[src/sv/bep_pkg.sv]
`timescale 1ns / 1ps
// bep_pkg: constants, register codes, stage structs and helpers of the erosion pass
// depends on nothing; used by the interfaces and every module of the block but bep_ram
package bep_pkg;

    // frame and window limits
    localparam int MAX_WIDTH    = 1024;
    localparam int MAX_RADIUS   = 7;
    localparam int HEIGHT_LIMIT = 4096;

    // field widths
    localparam int PIX_W     = 8;
    localparam int RAD_W     = 3;
    localparam int FWIDTH_W  = 11;
    localparam int FHEIGHT_W = 13;
    localparam int COL_W     = $clog2(MAX_WIDTH);
    localparam int ROW_W     = 12;
    localparam int CLR_W     = COL_W + 1;

    // saturating run counters
    localparam int RUN_CAP = 2 * MAX_RADIUS + 1;
    localparam int RUN_W   = $clog2(RUN_CAP + 1);

    localparam logic [PIX_W-1:0] GRAY_MAX = PIX_W'(255);

    // configuration port
    localparam int CFG_IDX_W  = 2;
    localparam int CFG_DATA_W = 13;

    typedef enum logic [CFG_IDX_W-1:0] {
        REG_WINDOW_RADIUS    = 2'd0,
        REG_FOREGROUND_VALUE = 2'd1,
        REG_FRAME_WIDTH      = 2'd2,
        REG_FRAME_HEIGHT     = 2'd3
    } bep_reg_idx_t;

    // effective (clamped) configuration
    typedef struct packed {
        logic [RAD_W-1:0]     radius;
        logic [RUN_W-1:0]     need;
        logic [RUN_W-1:0]     diam;
        logic [PIX_W-1:0]     fg;
        logic [FWIDTH_W-1:0]  width;
        logic [FHEIGHT_W-1:0] height;
    } bep_cfg_t;

    // item as it leaves the position stage
    typedef struct packed {
        logic [PIX_W-1:0] pixel_value;
        logic [COL_W-1:0] col;
        logic             col_zero;
        logic             row_zero;
        logic             emit;
        logic             last;
        logic [COL_W-1:0] out_column;
        logic [ROW_W-1:0] out_row;
    } bep_s0_t;

    // run memory write request
    typedef struct packed {
        logic             en;
        logic [COL_W-1:0] addr;
        logic [RUN_W-1:0] data;
    } bep_wr_t;

    function automatic logic [RUN_W-1:0] inc_sat(input logic [RUN_W-1:0] v);
        logic [RUN_W-1:0] r;
        if (v >= RUN_W'(RUN_CAP))
            r = RUN_W'(RUN_CAP);
        else
            r = v + RUN_W'(1);
        return r;
    endfunction

endpackage

[src/sv/bep_if.sv]


interface bep_res_if;
    logic                      valid;
    logic                      ready;
    logic [bep_pkg::COL_W-1:0] out_column;
    logic [bep_pkg::ROW_W-1:0] out_row;
    logic [bep_pkg::PIX_W-1:0] out_value;
    logic                      frame_end;
    logic                      any_kept;

    modport source (output valid, output out_column, output out_row, output out_value,
                    output frame_end, output any_kept, input ready);
    modport sink   (input valid, input out_column, input out_row, input out_value,
                    input frame_end, input any_kept, output ready);
endinterface


[src/sv/bep_run_update.sv]
`timescale 1ns / 1ps
// bep_run_update: run count read-modify-write with forwarding, window decision, result register
// depends on bep_pkg and bep_res_if
module bep_run_update (
    input  logic                      clk,
    input  logic                      rst_n,
    input  bep_pkg::bep_cfg_t         cfg_eff,
    input  logic                      load,
    input  bep_pkg::bep_s0_t          s0,
    input  logic [bep_pkg::RUN_W-1:0] rd_data,
    output logic                      s1_free,
    output bep_pkg::bep_wr_t          wr,
    bep_res_if.source                 res
);

    logic                      s1_valid_reg;
    bep_pkg::bep_s0_t          s1_reg;
    logic                      lw_valid_reg;
    logic [bep_pkg::COL_W-1:0] lw_addr_reg;
    logic [bep_pkg::RUN_W-1:0] lw_data_reg;
    logic [bep_pkg::RUN_W-1:0] row_run_reg, row_run_next;
    logic                      kept_reg, kept_next;
    logic                      out_valid_reg, out_valid_next;
    logic [bep_pkg::COL_W-1:0] out_column_reg;
    logic [bep_pkg::ROW_W-1:0] out_row_reg;
    logic [bep_pkg::PIX_W-1:0] out_value_reg;
    logic                      frame_end_reg;
    logic                      any_kept_reg;

    logic                      fire;
    logic                      fwd_hit;
    logic [bep_pkg::RUN_W-1:0] prev;
    logic [bep_pkg::RUN_W-1:0] run;
    logic [bep_pkg::RUN_W-1:0] rr_base;
    logic                      keep;
    logic                      kept_base;

    always_comb
    begin
        // newest write wins over a read that raced it
        fwd_hit = lw_valid_reg && (lw_addr_reg == s1_reg.col);
        if (s1_reg.row_zero)
            prev = '0;
        else if (fwd_hit)
            prev = lw_data_reg;
        else
            prev = rd_data;

        run = (s1_reg.pixel_value == cfg_eff.fg) ? bep_pkg::inc_sat(prev) : '0;

        rr_base      = s1_reg.col_zero ? '0 : row_run_reg;
        row_run_next = (run >= cfg_eff.need) ? bep_pkg::inc_sat(rr_base) : '0;
        keep         = row_run_next >= cfg_eff.need;

        kept_base = (s1_reg.col_zero && s1_reg.row_zero) ? 1'b0 : kept_reg;
        kept_next = kept_base | (s1_reg.emit & keep);

        fire    = s1_valid_reg && (!s1_reg.emit || !out_valid_reg || res.ready);
        s1_free = !s1_valid_reg || fire;

        wr.en   = fire;
        wr.addr = s1_reg.col;
        wr.data = run;

        out_valid_next = (fire && s1_reg.emit) || (out_valid_reg && !res.ready);
    end

    always_ff @(posedge clk or negedge rst_n)
    begin
        if (!rst_n)
        begin
            s1_valid_reg  <= 1'b0;
            lw_valid_reg  <= 1'b0;
            row_run_reg   <= '0;
            kept_reg      <= 1'b0;
            out_valid_reg <= 1'b0;
        end
        else
        begin
            s1_valid_reg  <= load || (s1_valid_reg && !fire);
            out_valid_reg <= out_valid_next;
            if (fire)
            begin
                lw_valid_reg <= 1'b1;
                row_run_reg  <= row_run_next;
                kept_reg     <= kept_next;
            end
        end
    end

    always_ff @(posedge clk)
    begin
        if (load)
            s1_reg <= s0;
        if (fire)
        begin
            lw_addr_reg <= s1_reg.col;
            lw_data_reg <= run;
        end
        if (fire && s1_reg.emit)
        begin
            out_column_reg <= s1_reg.out_column;
            out_row_reg    <= s1_reg.out_row;
            out_value_reg  <= keep ? cfg_eff.fg : bep_pkg::GRAY_MAX - cfg_eff.fg;
            frame_end_reg  <= s1_reg.last;
            any_kept_reg   <= s1_reg.last && kept_next;
        end
    end

    assign res.valid      = out_valid_reg;
    assign res.out_column = out_column_reg;
    assign res.out_row    = out_row_reg;
    assign res.out_value  = out_value_reg;
    assign res.frame_end  = frame_end_reg;
    assign res.any_kept   = any_kept_reg;

endmodule

[src/flat_wrapper.sv]
// flat-port wrapper written by rule: the top's interface ports become plain ports
module bep_run_update_flat 
  (clk, rst_n, cfg_eff, load, s0, rd_data, s1_free, wr, res_valid, res_out_column, res_out_row, res_out_value, res_frame_end, res_any_kept, res_ready);
  bep_res_if res_i ();
  input  logic clk;
  input  logic rst_n;
  input  bep_pkg::bep_cfg_t cfg_eff;
  input  logic load;
  input  bep_pkg::bep_s0_t s0;
  input  logic [bep_pkg::RUN_W-1:0] rd_data;
  output logic s1_free;
  output bep_pkg::bep_wr_t wr;
  output wire logic [$bits(res_i.valid)-1:0] res_valid;
  output wire logic [$bits(res_i.out_column)-1:0] res_out_column;
  output wire logic [$bits(res_i.out_row)-1:0] res_out_row;
  output wire logic [$bits(res_i.out_value)-1:0] res_out_value;
  output wire logic [$bits(res_i.frame_end)-1:0] res_frame_end;
  output wire logic [$bits(res_i.any_kept)-1:0] res_any_kept;
  input wire logic [$bits(res_i.ready)-1:0] res_ready;
  assign res_valid = res_i.valid;
  assign res_out_column = res_i.out_column;
  assign res_out_row = res_i.out_row;
  assign res_out_value = res_i.out_value;
  assign res_frame_end = res_i.frame_end;
  assign res_any_kept = res_i.any_kept;
  assign res_i.ready = res_ready;
  bep_run_update u_core (.clk(clk), .rst_n(rst_n), .cfg_eff(cfg_eff), .load(load), .s0(s0), .rd_data(rd_data), .s1_free(s1_free), .wr(wr), .res(res_i));
endmodule
[config.mk]
export PLATFORM = sky130hd
export DESIGN_NAME = bep_run_update_flat
export DESIGN_NICKNAME = d
export VERILOG_FILES = /design/src/sv/bep_pkg.sv /design/src/sv/bep_if.sv /design/src/sv/bep_run_update.sv /design/src/flat_wrapper.sv
export SDC_FILE = /design/constraint.sdc
export NUM_CORES = 1
export LEC_CHECK = 0
export BUFFER_PORTS_ARGS = -buffer_cell sky130_fd_sc_hd__clkbuf_2
export CAP_MARGIN = 10
export CELL_PAD_IN_SITES_DETAIL_PLACEMENT = 1
export CELL_PAD_IN_SITES_GLOBAL_PLACEMENT = 1
export CORE_MARGIN = 4
export CORE_UTILIZATION = 35
export DETAILED_ROUTE_END_ITERATION = 12
export PLACE_DENSITY = 0.81
export SLEW_MARGIN = 20
export SYNTH_ARGS = -nofsm -noshare
export SYNTH_HDL_FRONTEND = slang
export SYNTH_SLANG_ARGS = --single-unit
[constraint.sdc]
create_clock -name clk -period 4.55 [get_ports clk]
set_clock_uncertainty 0.05 [all_clocks]
set_input_delay 0.455 -clock clk [delete_from_list [all_inputs] [get_ports clk]]
set_output_delay 0.455 -clock clk [all_outputs]
set_load 0.02 [all_outputs]
# [After elaboration in Yosys (flattened, before gate mapping)]
# Cells that the tools add are included.
[classes] magnitude_cmp=4 muxes=9 eq_ne=2 bitwise_logic=2 reduce_logical=17 addsub=3
[op_table] operator="$mux W4" count=7
[op_table] operator="$eq A10 B10 Y1" count=1
[op_table] operator="$add A4 B1 Y4 const B" count=2
[op_table] operator="$eq A8 B8 Y1" count=1
[op_table] operator="$ge A4 B4 Y1" count=2
[op_table] operator="$ge A4 B4 Y1 const B" count=2
[op_table] operator="$mux W8" count=1
[op_table] operator="$sub A8 B8 Y8 const A" count=1
[op_table] operator="$logic_and A1 B1 Y1" count=7
[op_table] operator="$logic_not A1 Y1" count=5
[op_table] operator="$logic_or A1 B1 Y1" count=5
[op_table] operator="$and A1 B1 Y1" count=1
[op_table] operator="$mux W1" count=1
[op_table] operator="$or A1 B1 Y1" count=1
[word_totals] inputBits=95 elab_cells=57 reg_bits=98

# [Depth between registers and ports, before layout]
# Gate-level depths: netlist of run 1.
[depth] word_depth=13 depth_mapped=22 ltp_nobuf=22

# [Worst setup path after synthesis of run 1]
# OpenSTA, ideal clock, no wires.
[synth_timing] path_kind="reg2reg" from="register u_core.s1_reg, in the netlist u_core.wr[8]" to="register u_core.any_kept_reg (netlist: u_core.res.any_kept), data pin" arrival_ns=4.378 setup_slack_ns=-0.139 setup_time_ns=0.261 stages_incl_launch_ff=23 period_less_slack_ns=4.689 n_path_buf=0 required_ns=4.239 cell_sequence="edfxtp_1 > xnor2_1 > nand4_1 > nor3_4 > mux2i_1 > nor2_1 > ha_1 > nand2b_1 > a21oi_1 > o31ai_1 > ha_1 > nand2b_1 > a21o_1 > a21o_1 > a21oi_1 > a21o_1 > ha_1 > nand2b_1 > a21o_1 > a21o_1 > a21oi_2 > nand2b_1 > a21boi_0"
[synth_between] elab_chain_cells=13 word_cells_on_any_way=14 classes_between="add/sub (1); order compare (3); eq/ne (1); mux (5); bitwise (2); reduce/logical (2)"
[synth_lines] element="start, declared" line="bep_run_update.sv:17" text="bep_pkg::bep_s0_t s1_reg;"
[synth_lines] element="start signal, assigned" line="bep_run_update.sv:94" text="s1_reg <= s0;"
[synth_lines] element="$eq A10 B10 Y1 (*)" line="bep_run_update.sv:41" text="fwd_hit = lw_valid_reg && (lw_addr_reg == s1_reg.col);"
[synth_lines] element="$logic_and A1 B1 Y1 (*)" line="bep_run_update.sv:41"
[synth_lines] element="$mux W4 (*)" line="bep_run_update.sv:44" text="else if (fwd_hit)"
[synth_lines] element="$mux W4 (*)" line="bep_run_update.sv:42" text="if (s1_reg.row_zero)"
[synth_lines] element="$add A4 B1 Y4 / $ge A4 B4 Y1 (equally long branches)" line="bep_pkg.sv:71, bep_pkg.sv:68"
[synth_lines] element="$mux W4 (*)" line="bep_pkg.sv:68" text="if (v >= RUN_W'(RUN_CAP))"
[synth_lines] element="$mux W4 (*)" line="bep_run_update.sv:49" text="run = (s1_reg.pixel_value == cfg_eff.fg) ? bep_pkg::inc_sat(prev) : '0;"
[synth_lines] element="$ge A4 B4 Y1 (*)" line="bep_run_update.sv:52" text="row_run_next = (run >= cfg_eff.need) ? bep_pkg::inc_sat(rr_base) : '0;"
[synth_lines] element="$mux W4 (*)" line="bep_run_update.sv:52"
[synth_lines] element="$ge A4 B4 Y1 (*)" line="bep_run_update.sv:53" text="keep = row_run_next >= cfg_eff.need;"
[synth_lines] element="$and A1 B1 Y1 (*)" line="bep_run_update.sv:56" text="kept_next = kept_base | (s1_reg.emit & keep);"
[synth_lines] element="$or A1 B1 Y1 (*)" line="bep_run_update.sv:56"
[synth_lines] element="$logic_and A1 B1 Y1 (*)" line="bep_run_update.sv:106" text="any_kept_reg <= s1_reg.last && kept_next;"
[synth_lines] element="end signal, assigned" line="bep_run_update.sv:106"
[synth_lines] element="end, declared" line="bep_run_update.sv:28" text="logic any_kept_reg;"
# Mark *: on every way between the ends. The rest lies on a longest branch, timed or not.
# A chain may end at the register's enable or synchronous reset.

# [Worst setup path in the final report of run 1]
[layout_timing] from="register u_core.s1_reg, in the netlist u_core.wr[8]" to="register u_core.out_value_reg, in the netlist u_core.res.out_value[5], data pin"
[layout_between] elab_chain_cells=11 word_cells_on_any_way=12 classes_between="add/sub (1); order compare (3); eq/ne (1); mux (6); reduce/logical (1)"
[layout_lines] element="$eq A10 B10 Y1 (*)" line="bep_run_update.sv:41"
[layout_lines] element="$logic_and A1 B1 Y1 (*)" line="bep_run_update.sv:41"
[layout_lines] element="$mux W4 (*)" line="bep_run_update.sv:44"
[layout_lines] element="$mux W4 (*)" line="bep_run_update.sv:42"
[layout_lines] element="$add A4 B1 Y4 / $ge A4 B4 Y1 (equally long branches)" line="bep_pkg.sv:71, bep_pkg.sv:68"
[layout_lines] element="$mux W4 (*)" line="bep_pkg.sv:68"
[layout_lines] element="$mux W4 (*)" line="bep_run_update.sv:49"
[layout_lines] element="$ge A4 B4 Y1 (*)" line="bep_run_update.sv:52"
[layout_lines] element="$mux W4 (*)" line="bep_run_update.sv:52"
[layout_lines] element="$ge A4 B4 Y1 (*)" line="bep_run_update.sv:53"
[layout_lines] element="$mux W8 (*)" line="bep_run_update.sv:104" text="out_value_reg <= keep ? cfg_eff.fg : bep_pkg::GRAY_MAX - cfg_eff.fg;"
[layout_lines] element="end signal, assigned" line="bep_run_update.sv:104"
[layout_lines] element="end, declared" line="bep_run_update.sv:26" text="logic [bep_pkg::PIX_W-1:0] out_value_reg;"
# Marked as above.

==> run summary, run 1 <==
Internal power -> 0.00136 W
CTS Buf Count -> 9
Register bit count reported by yosys -> 98
Die Width -> 113 µm
Pre-antenna DRT Iters -> 3
Critical Path Fanout Max -> 9
Synth cell types -> 34
Slowest stage cell, crit path -> edfxtp_1
LEAKAGE -> 2.01 nW
NetSw -> 0.000479 W
Fillers -> 1062
Fin. Hold Viols -> 0
Worst-Skew Late Latency -> 0.36 ns
Post-route minimum period -> 4.53 ns
Worst slew pin tran -> 1.02 ns
Worst endpoint data arrival time -> 4.60 ns
Min Hold Slack -> 0.210 ns
Area leader, netlist -> edfxtp_1
Core area -> 10500 µm²
GP Congestion -> 0.765
Avg Inst Size Synth -> 17.1 µm²
# IOs -> 144
PwrDens -> 373 nW/µm²
CP endpoint kind -> register
FP Rows -> 37
Final WL -> 8580 µm
Slew headroom -> 0.317
RSZ-0062 raised after global routing -> yes
Setup TNS -> 0 ns
Net count, final -> 462
CP dominant cell by count -> a21o_1
Combinational Power Share -> 0.107
Worst VDD drop -> 0.248 mV
Outcome -> completed
Highest-count cells in the layout ignoring fill and taps -> clkbuf_2, edfxtp_1, buf_4, xnor2_1
Vias in the first global route -> 2567
H-tree lvl count -> 3
MaxCap Viol Count -> 0
Sequential cell area fraction in the yosys report -> 0.756
All-Layer GR Usage -> 0.139
Flop pwr share -> 0.595
N_diodes -> 0
Syn Std Cell Area -> 3840 µm²
Mapped Cells -> 224
Pre-CTS WS -> -0.0571 ns
Min-delay src -> s0[19]
Clock share of power -> 0.298
Clock buffer depth -> 2
GRT overflow -> 0
Syn Nets -> 329
Vias per cell -> 4.64
Reg2reg end -> u_core.res.out_value[5]
Synth top area share -> 0.704
Slowest stage delay, CP -> 0.43 ns
Clock-pin slew on the worst setup and hold paths -> 0.11 ns
Die Ht -> 113 µm
Hold path cells -> 1
Net Sw Frac -> 0.261
Final worst-path cycle share -> 0.996
Starting DRC count in detailed routing -> 95
Pin count of the biggest net entering global routing -> 46
Remaining DRCs -> 0
Root buffer cell -> clkbuf_8
RR Startpoint -> u_core.wr[8]
Worst path required time -> 4.61 ns
DP HPWL -> 6430 µm
Global-route wire length before repair -> 13500 µm
Hold endpoint -> u_core.s1_reg[19]
Worst R2R Path Depth -> 22
Commonest non-fill, non-tap cell in the layout -> clkbuf_2
Wire per inst -> 17.2 µm
Max reg flops -> 34
Hold Path Class -> in -> reg
Detail Route Antenna Nets -> 0
Die ar. -> 12700 µm²
Share of cells above drive strength 1 -> 0.461
Startpoint types -> register
Worst setup margin -> 0.0193 ns
Max-slew violations -> 0
Clk sinks -> 98
Area growth, synth to finish -> 28.4%
CTS tree -> built
Initial Util -> 0.365
Setup CP Type -> reg -> reg
Max Freq -> 221 MHz
Via count -> 2309
Port Buffers -> 112
Area contributors post-synth -> edfxtp_1, dfrtp_1, xnor2_1, ha_1, buf_4
Crit-path cells -> xnor2_1 -> nand4_1 -> nor3_4 -> mux2i_2 -> nor2_1 -> ha_2 -> nand2b_1 -> a21oi_2 -> o31ai_2 -> ha_1 -> nand2b_4 -> a21o_1 -> a21o_1 -> a21oi_2 -> a21o_1 -> ha_1 -> nand2b_4 -> a21o_1 -> a21o_1 -> a21oi_4 -> buf_12 -> xor2_1
R2r setup slk -> 0.02 ns
Initial antenna violation count -> 0
Setup Viol. Count Final -> 0
Warnings from Yosys -> 0
-- cells in the mapped netlist --
cell type  instances
nand4b_1           3
a21oi_2            1
nor2b_1            3
nand4_1            4
a21boi_0           1
o21ai_0            6
o221a_2            1
dfrtp_1            8
xor2_1             8
mux2_2             3
nor3_4             1
nor3_1             1
nand3b_1           2
inv_1              9
a31oi_1            1
or4_1              1
buf_2              1
o31ai_1            2
nand2_1            6
a2111oi_0          1
o21a_1             1
nand3_1            5
edfxtp_1          90
nor3b_1            1
mux2i_1            4
and3_1             1
ha_1              10
xnor2_1           18
a21oi_1            3
a21o_1             5
buf_4             11
nand2b_1           6
o31a_1             1
nor2_1             5
-- worst max-delay path by stage --
| stage | startpoint | endpoint | slack (ns) |
|---|---|---|---|
| after CTS | u_core.wr[10] | u_core.res.out_value[5] | 0.02 |
| after detailed placement | u_core.wr[5] | u_core.res.out_value[4] | -0.06 |
| after global placement | u_core.wr[5] | u_core.res.out_value[3] | 0.009 |
| after floorplan | u_core.wr[5] | u_core.res.any_kept | 0.05 |
| final | u_core.wr[8] | u_core.res.out_value[5] | 0.02 |
| after global routing | u_core.wr[8] | u_core.res.out_value[5] | -0.27 |
-- layout make-up --
| class | count | area (µm²) | area share |
|---|---|---|---|
| Multi-Input combinational cell | 105 | 887 | 0.180 |
| Sequential cell | 98 | 2900 | 0.589 |
| Timing Repair Buffer | 134 | 741 | 0.150 |
| Inverter | 9 | 33.8 | 0.00685 |
| Clock buffer | 9 | 124 | 0.0251 |
| Clock inverter | 7 | 71.3 | 0.0145 |
| Tap cell | 136 | 170 | 0.0345 |
-- metal layers --
metal | up-vias | track usage | part of all wire
li1 | 1093 | - | -
met1 | 1121 | 0.154 | 0.39
met2 | 83 | 0.240 | 0.51
met3 | 12 | 0.0567 | 0.087
met4 | 0 | 0.0505 | 0.014
met5 | - | 0 | 0
-- stage by stage --
step	area [µm²]	cells	util	total power, W
after floorplan	3850	224	-	0.00121
after global placement	4570	468	0.434	0.00129
after detailed placement	4570	468	0.434	0.00130
after CTS	4820	491	0.459	0.00186
after global routing	4930	498	0.469	0.00193
final	4930	498	0.469	0.00184
-- power by group through the flow --
stage / sequential [W] / clock (W) / combinational [W]
floorplan: 0.00113 / 0 / 0.0000814
global placement: 0.00111 / 0 / 0.000176
detailed placement: 0.00112 / 0 / 0.000182
CTS: 0.00110 / 0.000572 / 0.000190
global route: 0.00110 / 0.000614 / 0.000215
finish: 0.00109 / 0.000548 / 0.000197
-- cells by family (layout without fill, tap and decap cells) --
kind of cell / Yosys count / count (layout) / synth area share
and+or+nand+nor: 39 / 39 / 0.0603
muxes: 7 / 7 / 0.0192
DFF: 98 / 98 / 0.756
xor gates and xnor gates: 26 / 26 / 0.0593
adders and majority gates: 10 / 10 / 0.0326
AOI/OAI and AO/OA: 23 / 23 / 0.0407
buffers and inverters: 21 / 159 / 0.0316
-- critical path: cells and delay by family, from the launching register on --
kind            cells  cell delay [ns]
compound gates      9             1.46
fa+ha+maj           3             0.70
buf+inv             1             0.15
simple gates        6             0.98
flops               1             0.43
mux                 1             0.29
xor+xnor            2             0.23
-- timing repair --
item	in CTS	in global routing
setup buffers	6	7
hold buffers	1	0
resized for setup	2	11
pin swaps	6	7
endpoints found under the setup margin	10	10
endpoints found under the hold margin	8	0
cloned	0	0
Note: power is estimated with default switching activity, not from simulation.
==> run 2: changes to the inputs <==
--- a/config.mk
+++ b/config.mk
@@ -5,6 +5,7 @@
 export SDC_FILE = /design/constraint.sdc
 export NUM_CORES = 1
 export LEC_CHECK = 0
+export ABC_AREA = 1
 export BUFFER_PORTS_ARGS = -buffer_cell sky130_fd_sc_hd__clkbuf_2
 export CAP_MARGIN = 10
 export CELL_PAD_IN_SITES_DETAIL_PLACEMENT = 1
@@ -12,7 +13,7 @@
 export CORE_MARGIN = 4
 export CORE_UTILIZATION = 35
 export DETAILED_ROUTE_END_ITERATION = 12
-export PLACE_DENSITY = 0.81
+export PLACE_DENSITY = 0.82
 export SLEW_MARGIN = 20
 export SYNTH_ARGS = -nofsm -noshare
 export SYNTH_HDL_FRONTEND = slang
==> run summary, run 2 <==
Synth cell types -> 32 (-5.9%)
Via count -> 2661 (+15%)
Main synth FF type -> edfxtp_1
CP endpoint kind -> register
Slew headroom -> 0.335 (+0.0181)
MaxCap Viol Count -> 0 (unchanged)
Worst endpoint data arrival time -> 4.15 ns (-0.45 ns)
Die Ht -> 117 µm (+3.4%)
Fillers -> 1230 (+16%)
Largest family of logic cells by synthesized area -> simple AND/OR/NAND/NOR gates
Compound-Gate Fraction of Synth Area -> 0.0285 (-0.0122)
Vias per cell -> 4.51 (-2.7%)
H-tree lvl count -> 3 (unchanged)
Setup Viol. Count Final -> 0 (unchanged)
Commonest non-fill, non-tap cell in the layout -> clkbuf_2
Net count, final -> 547 (+18%)
Worst path required time -> 4.59 ns (-0.02 ns)
Register bit count reported by yosys -> 98 (unchanged)
N_diodes -> 0 (unchanged)
Post-synth EDFFs -> 90 (unchanged)
Root buffer cell -> clkbuf_16
Register area -> 2900 µm² (unchanged)
LEAKAGE -> 2.37 nW (+18%)
Syn Std Cell Area -> 4130 µm² (+7.5%)
Hold Path Class -> in -> reg
Layer with the highest usage -> met2
Highest-count cells in the layout ignoring fill and taps -> clkbuf_2, edfxtp_1, nand2_1, inv_1, nor2_1
Top-count cell post-synth -> edfxtp_1
Area growth, synth to finish -> 24.6%
Syn Nets -> 430 (+31%)
Starting DRC count in detailed routing -> 167 (+76%)
Setup CP Type -> reg -> reg
Clk sinks -> 98 (unchanged)
GR Util met2 -> 0.262 (+0.0219)
Startpoint types -> register
Detail Route Antenna Nets -> 0 (unchanged)
Slowest stage cell, crit path -> edfxtp_1
Post-Synth Adder-Cell Area -> 0.0303 (-0.00228)
Slowest stage delay, CP -> 0.45 ns (+0.02 ns)
Final worst-path cycle share -> 0.903 (-0.0932)
Worst VDD drop -> 0.212 mV (-14%)
Mapped Cells -> 325 (+45%)
Sequential cell area fraction in the yosys report -> 0.703 (-0.0529)
Outcome -> completed
Remaining DRCs -> 0 (unchanged)
Fin. Hold Viols -> 0 (unchanged)
R2r setup slk -> 0.44 ns (+0.42 ns)
Worst slew pin tran -> 0.996 ns (-0.0282 ns)
Wire per inst -> 15.3 µm (-11%)
Post-route minimum period -> 4.11 ns (-0.424 ns)
Core area -> 11500 µm² (+9.1%)
Worst setup margin -> 0.443 ns (+0.424 ns)
Pin count of the biggest net entering global routing -> 46 (unchanged)
Max Freq -> 244 MHz (+10%)
GRT overflow -> 0 (unchanged)
Crit-path cells -> xnor2_2 -> nand2_2 -> nor2_8 -> nand3_4 -> nand2_1 -> nand3_2 -> inv_1 -> ha_2 -> nor2_1 -> nand3_1 -> nand2_1 -> nor2_1 -> ha_1 -> a21oi_1 -> nand3_2 -> o21ai_0 -> inv_1 -> ha_1 -> inv_1 -> nor2_1 -> o211ai_1 -> nand3_2 -> buf_4 -> xor2_1
Setup bufs post-CTS -> 0 (-6)
Avg Inst Size Synth -> 12.7 µm² (-26%)
GP Congestion -> 0.773 (+1.0%)
Area leader, netlist -> edfxtp_1
Worst-Skew Late Latency -> 0.34 ns (-0.02 ns)
PwrDens -> 402 nW/µm² (+7.8%)
FP Rows -> 39 (+5.4%)
Multi-input gate area -> 936 µm² (+5.5%)
Simple-gate share of the synthesized area -> 0.137 (+0.0764)
Max-slew violations -> 0 (unchanged)
Synth top area share -> 0.655 (-0.0493)
Initial antenna violation count -> 0 (unchanged)
Final WL -> 9030 µm (+5.3%)
Share of cells above drive strength 1 -> 0.356 (-0.106)
Mux cell area share after synthesis -> 0 (-0.0192)
Area contributors post-synth -> edfxtp_1, nand2_1, dfrtp_1, inv_1, ha_1
Grt met1 use -> 0.158 (+0.00415)
Met3 usage -> 0.0513 (-0.00539)
Synth cell count leaders -> edfxtp_1, nand2_1, inv_1
All-Layer GR Usage -> 0.144 (+0.00529)
CTS tree -> built
Setup TNS -> 0 ns (unchanged)
Max reg flops -> 34 (unchanged)
CTS Buf Count -> 9 (unchanged)
Critical Path Fanout Max -> 8 (-1)
Pre-antenna DRT Iters -> 4 (+1)
Post-Synth XOR/XNOR Area -> 0.0294 (-0.0299)
Die Width -> 117 µm (+3.4%)
RSZ-0062 raised after global routing -> no
Initial Util -> 0.360 (-0.00533)
# IOs -> 144 (unchanged)
Clock-pin slew on the worst setup and hold paths -> 0.07 ns (-0.04 ns)
Pre-CTS WS -> 0.399 ns (+0.456 ns)
Port Buffers -> 112 (unchanged)
Async SR Flop Fraction -> 0.0816 (unchanged)
Vias in the first global route -> 2927 (+14%)
Die ar. -> 13600 µm² (+7.0%)
Warnings from Yosys -> 0 (unchanged)
Clock buffer depth -> 2 (unchanged)
DP HPWL -> 7150 µm (+11%)
Global-route wire length before repair -> 14800 µm (+9.5%)
Util after Layout -> 0.448 (-0.0207)
[run 2: worst paths after layout]
check	end	cells past startpoint	start
max in group asynchronous	u_core.lw_valid_reg	2	rst_n
worst max-delay path	u_core.res.out_value[7]	24	u_core.wr[4]
worst min register to register	u_core.res.out_column[3]	0	u_core.s1_reg[15]
worst max register to register	u_core.res.out_value[7]	24	u_core.wr[4]
min in group asynchronous	u_core.row_run_reg[1]	2	rst_n
worst min-delay path	u_core.s1_reg[11]	1	s0[11]
[run 2: area by class of cell]
cell class | instances | share of cell area
tap | 143 | 0.0348
sequential | 98 | 0.564
inverter | 56 | 0.0409
timing repair buffer | 118 | 0.118
multi-input combinational | 159 | 0.182
clock inverter | 7 | 0.0158
clock buffer | 9 | 0.0438
[run 2: power by group]
group,internal (W),switching (W),total (W),leakage (nW)
Sequential,0.00106,0.0000316,0.00110,0.970
Combinational,0.0000766,0.000139,0.000215,1.25
Clock,0.000393,0.000365,0.000758,0.150
[run 2: routing by layer]
layer / share of wire / vias up
met5: 0 / -
met1: 0.38 / 1275
li1: - / 1302
met4: 0.013 / 0
met2: 0.55 / 72
met3: 0.062 / 12
[run 2: timing repair]
action,CTS,global route
setup endpoints to repair,0,8
resized for setup,0,2
hold buffers,1,0
hold endpoints to repair,8,0
[run 2: metrics by stage]
step / power, W / cells / instance area [µm²] / hold slack [ns]
6_report: 0.00207 / 590 / 5140 / 0.234
5_1_grt: 0.00218 / 590 / 5140 / 0.209
4_1_cts: 0.00210 / 590 / 5130 / 0.217
3_5_place_dp: 0.00134 / 573 / 4820 / 0.274
3_3_place_gp: 0.00132 / 573 / 4820 / 0.263
2_1_floorplan: 0.00124 / 325 / 4130 / 0.109
[run 2: worst max-delay path: cells and delay by family, from the launching register on]
kind            cells  cell delay, ns
simple gates       12            1.23
xor+xnor            2            0.35
compound gates      3            0.50
flops               1            0.45
fa+ha+maj           3            0.82
buf+inv             4            0.45
[run 2: logic make-up after synthesis]
logic type	Yosys count
simple gates	116
flops	98
buf+inv	68
compound gates	20
xor+xnor	13
fa+ha+maj	10
==> run 3: changes to the inputs <==
--- a/config.mk
+++ b/config.mk
@@ -11,9 +11,9 @@
 export CELL_PAD_IN_SITES_DETAIL_PLACEMENT = 1
 export CELL_PAD_IN_SITES_GLOBAL_PLACEMENT = 1
 export CORE_MARGIN = 4
-export CORE_UTILIZATION = 35
+export CORE_UTILIZATION = 39
 export DETAILED_ROUTE_END_ITERATION = 12
-export PLACE_DENSITY = 0.82
+export PLACE_DENSITY_LB_ADDON = 0.1
 export SLEW_MARGIN = 20
 export SYNTH_ARGS = -nofsm -noshare
 export SYNTH_HDL_FRONTEND = slang
==> constraint.sdc (replaced) <==
create_clock -name clk -period 3.8 [get_ports clk]
set_clock_uncertainty 0.05 [all_clocks]
set_input_delay 0.38 -clock clk [delete_from_list [all_inputs] [get_ports clk]]
set_output_delay 0.38 -clock clk [all_outputs]
set_load 0.02 [all_outputs]
==> run summary, run 3 (same netlist as run 2, synthesis figures left out) <==
FP Rows -> 37 (-5.1%)
PwrDens -> 422 nW/µm² (+4.9%)
Worst path required time -> 3.86 ns (-0.73 ns)
Detail Route Antenna Nets -> 0 (unchanged)
Initial Util -> 0.400 (+0.0399)
GP Congestion -> 0.724 (-6.4%)
Fin. Hold Viols -> 0 (unchanged)
Pin count of the biggest net entering global routing -> 36 (-22%)
Commonest non-fill, non-tap cell in the layout -> clkbuf_2
Root buffer cell -> clkbuf_8
# IOs -> 144 (unchanged)
Die Width -> 111 µm (-4.9%)
Area growth, synth to finish -> 30.4%
Slew headroom -> 0.355 (+0.0197)
N_diodes -> 0 (unchanged)
Outcome -> completed
Critical Path Fanout Max -> 8 (unchanged)
Min-delay src -> s0[17]
Startpoint types -> register
Worst-Skew Late Latency -> 0.35 ns (about the same)
DP HPWL -> 6760 µm (-5.6%)
Setup CP Type -> reg -> reg
Starting DRC count in detailed routing -> 142 (-15%)
Vias in the first global route -> 3099 (+5.9%)
Initial antenna violation count -> 0 (unchanged)
Highest-count cells in the layout ignoring fill and taps -> clkbuf_2, edfxtp_1, nand2_1, inv_1, buf_4
Clk sinks -> 98 (unchanged)
Worst endpoint data arrival time -> 3.84 ns (-0.31 ns)
Hold Path Class -> in -> reg
Worst VDD drop -> 0.233 mV (+9.8%)
Max-slew violations -> 0 (unchanged)
Net count, final -> 574 (+4.9%)
DP Area -> 4980 µm² (+3.3%)
All-Layer GR Usage -> 0.153 (+0.00930)
Max Freq -> 265 MHz (+8.7%)
Vias per cell -> 4.51 (about the same)
Layer with the highest usage -> met2
MaxCap Viol Count -> 0 (unchanged)
Die Ht -> 111 µm (-4.9%)
Worst slew pin tran -> 0.967 ns (-0.0285 ns)
GR Util met2 -> 0.273 (+0.0110)
H-tree lvl count -> 3 (unchanged)
Global-route wire length before repair -> 14800 µm (+0.56%)
Final instance area -> 5380 µm² (+4.6%)
Core area -> 10300 µm² (-10%)
Port Buffers -> 112 (unchanged)
Worst R2R Path Depth -> 24 (unchanged)
R2r setup slk -> 0.02 ns (-0.42 ns)
DP Cell Count -> 582 (+1.6%)
RSZ-0062 raised after global routing -> yes
Via count -> 2753 (+3.5%)
CP endpoint kind -> register
Wire per inst -> 14.8 µm (-3.1%)
Met3 usage -> 0.0568 (+0.00547)
Hold endpoint -> u_core.s1_reg[17]
GRT overflow -> 0 (unchanged)
LEAKAGE -> 2.46 nW (+3.5%)
Post-route minimum period -> 3.78 ns (-0.330 ns)
Pre-antenna DRT Iters -> 4 (unchanged)
Remaining DRCs -> 0 (unchanged)
Fillers -> 1095 (-11%)
Max reg flops -> 34 (unchanged)
Launch point of the critical path -> u_core.lw_addr_reg[0]
Grt met1 use -> 0.169 (+0.0116)
Layout Cells excl Fill -> 610 (+3.4%)
CTS tree -> built
Setup Viol. Count Final -> 0 (unchanged)
Final WL -> 9050 µm (+0.19%)
Reg2reg end -> u_core.res.out_value[0]
RR Startpoint -> u_core.lw_addr_reg[0]
Clock-pin slew on the worst setup and hold paths -> 0.11 ns (+0.04 ns)
Hold path cells -> 1 (unchanged)
PnR Total Power -> 0.00227 W (+9.8%)
Util after Layout -> 0.521 (+0.0728)
Final worst-path cycle share -> 0.994 (+0.0912)
CTS Buf Count -> 9 (unchanged)
Share of cells above drive strength 1 -> 0.447 (+0.0916)
Min Hold Slack -> 0.140 ns (-0.0939 ns)
Clock buffer depth -> 2 (unchanged)
Die ar. -> 12300 µm² (-9.6%)
run 3: cell count changes in the layout (fill, tap and decap cells not counted), moves of 4 or more:
cell       before  now
inv_1          53   47
clkbuf_8        0    9
clkbuf_16       9    0
nor2_2          3    8
nor2_1         17   12
buf_4           5   30
ha_1            9    5
inv_2           2    8
ha_4            0    5
run 3: layout make-up:
class	count	area, µm²	area share
inverters	56	210	0.0391
clock buffers	9	124	0.0230
multi-input cells	159	1070	0.199
clock inverters	7	78.8	0.0146
flip-flops and latches	98	2900	0.539
well taps	136	170	0.0316
repair buffers	145	827	0.154
run 3: critical path, cell delays in order, from the launching register on:
cell,delay (ns)
edfxtp_1,0.42
xnor2_2,0.19
nand2_2,0.11
nor2_8,0.13
nand3_4,0.10
nand2_2,0.08
nand3_2,0.08
inv_2,0.10
ha_4,0.16
nand3_4,0.09
a21oi_4,0.19
ha_4,0.23
inv_2,0.05
nor2_2,0.03
o211ai_1,0.20
nand3_2,0.17
o21ai_2,0.11
inv_2,0.06
ha_4,0.22
inv_2,0.04
nor2_1,0.03
o211ai_1,0.18
nand3_2,0.17
buf_12,0.20
xor2_1,0.14
run 3: per-layer routing:
metal | wire length [µm] | part of all wire
met2 | 4790 | 0.53
met5 | 0 | 0
met4 | 82 | 0.0091
met3 | 697 | 0.077
met1 | 3480 | 0.38
run 3: worst max path at each step:
stage                     slack [ns]                      end
after floorplan                0.008      u_core.res.any_kept
after global placement         -0.10  u_core.res.out_value[6]
after detailed placement       -0.22  u_core.res.out_value[0]
after CTS                   -0.00003  u_core.res.out_value[0]
after global routing           -0.24  u_core.res.out_value[6]
final                           0.02  u_core.res.out_value[0]
run 3: metrics by stage:
step | TNS, ns | worst slack, ns
floorplan | 0 | 0.00845
global placement | -0.747 | -0.103
detailed placement | -1.89 | -0.224
CTS | -0.0000298 | -0.0000298
global route | -2.09 | -0.240
finish | 0 | 0.0236
run 3: timing repair:
| action | CTS | global route |
|---|---|---|
| hold buffers | 1 | 0 |
| gates resized for setup | 12 | 14 |
| setup buffers | 7 | 4 |
| pin swaps | 13 | 15 |
| setup endpoints to repair | 10 | 10 |
| hold endpoints to repair | 8 | 0 |
run 3: power breakdown:
part	leakage (nW)	internal [W]	switching (W)
Sequential	0.970	0.00127	0.0000347
Clock	0.102	0.000261	0.000406
Combinational	1.38	0.000118	0.000179
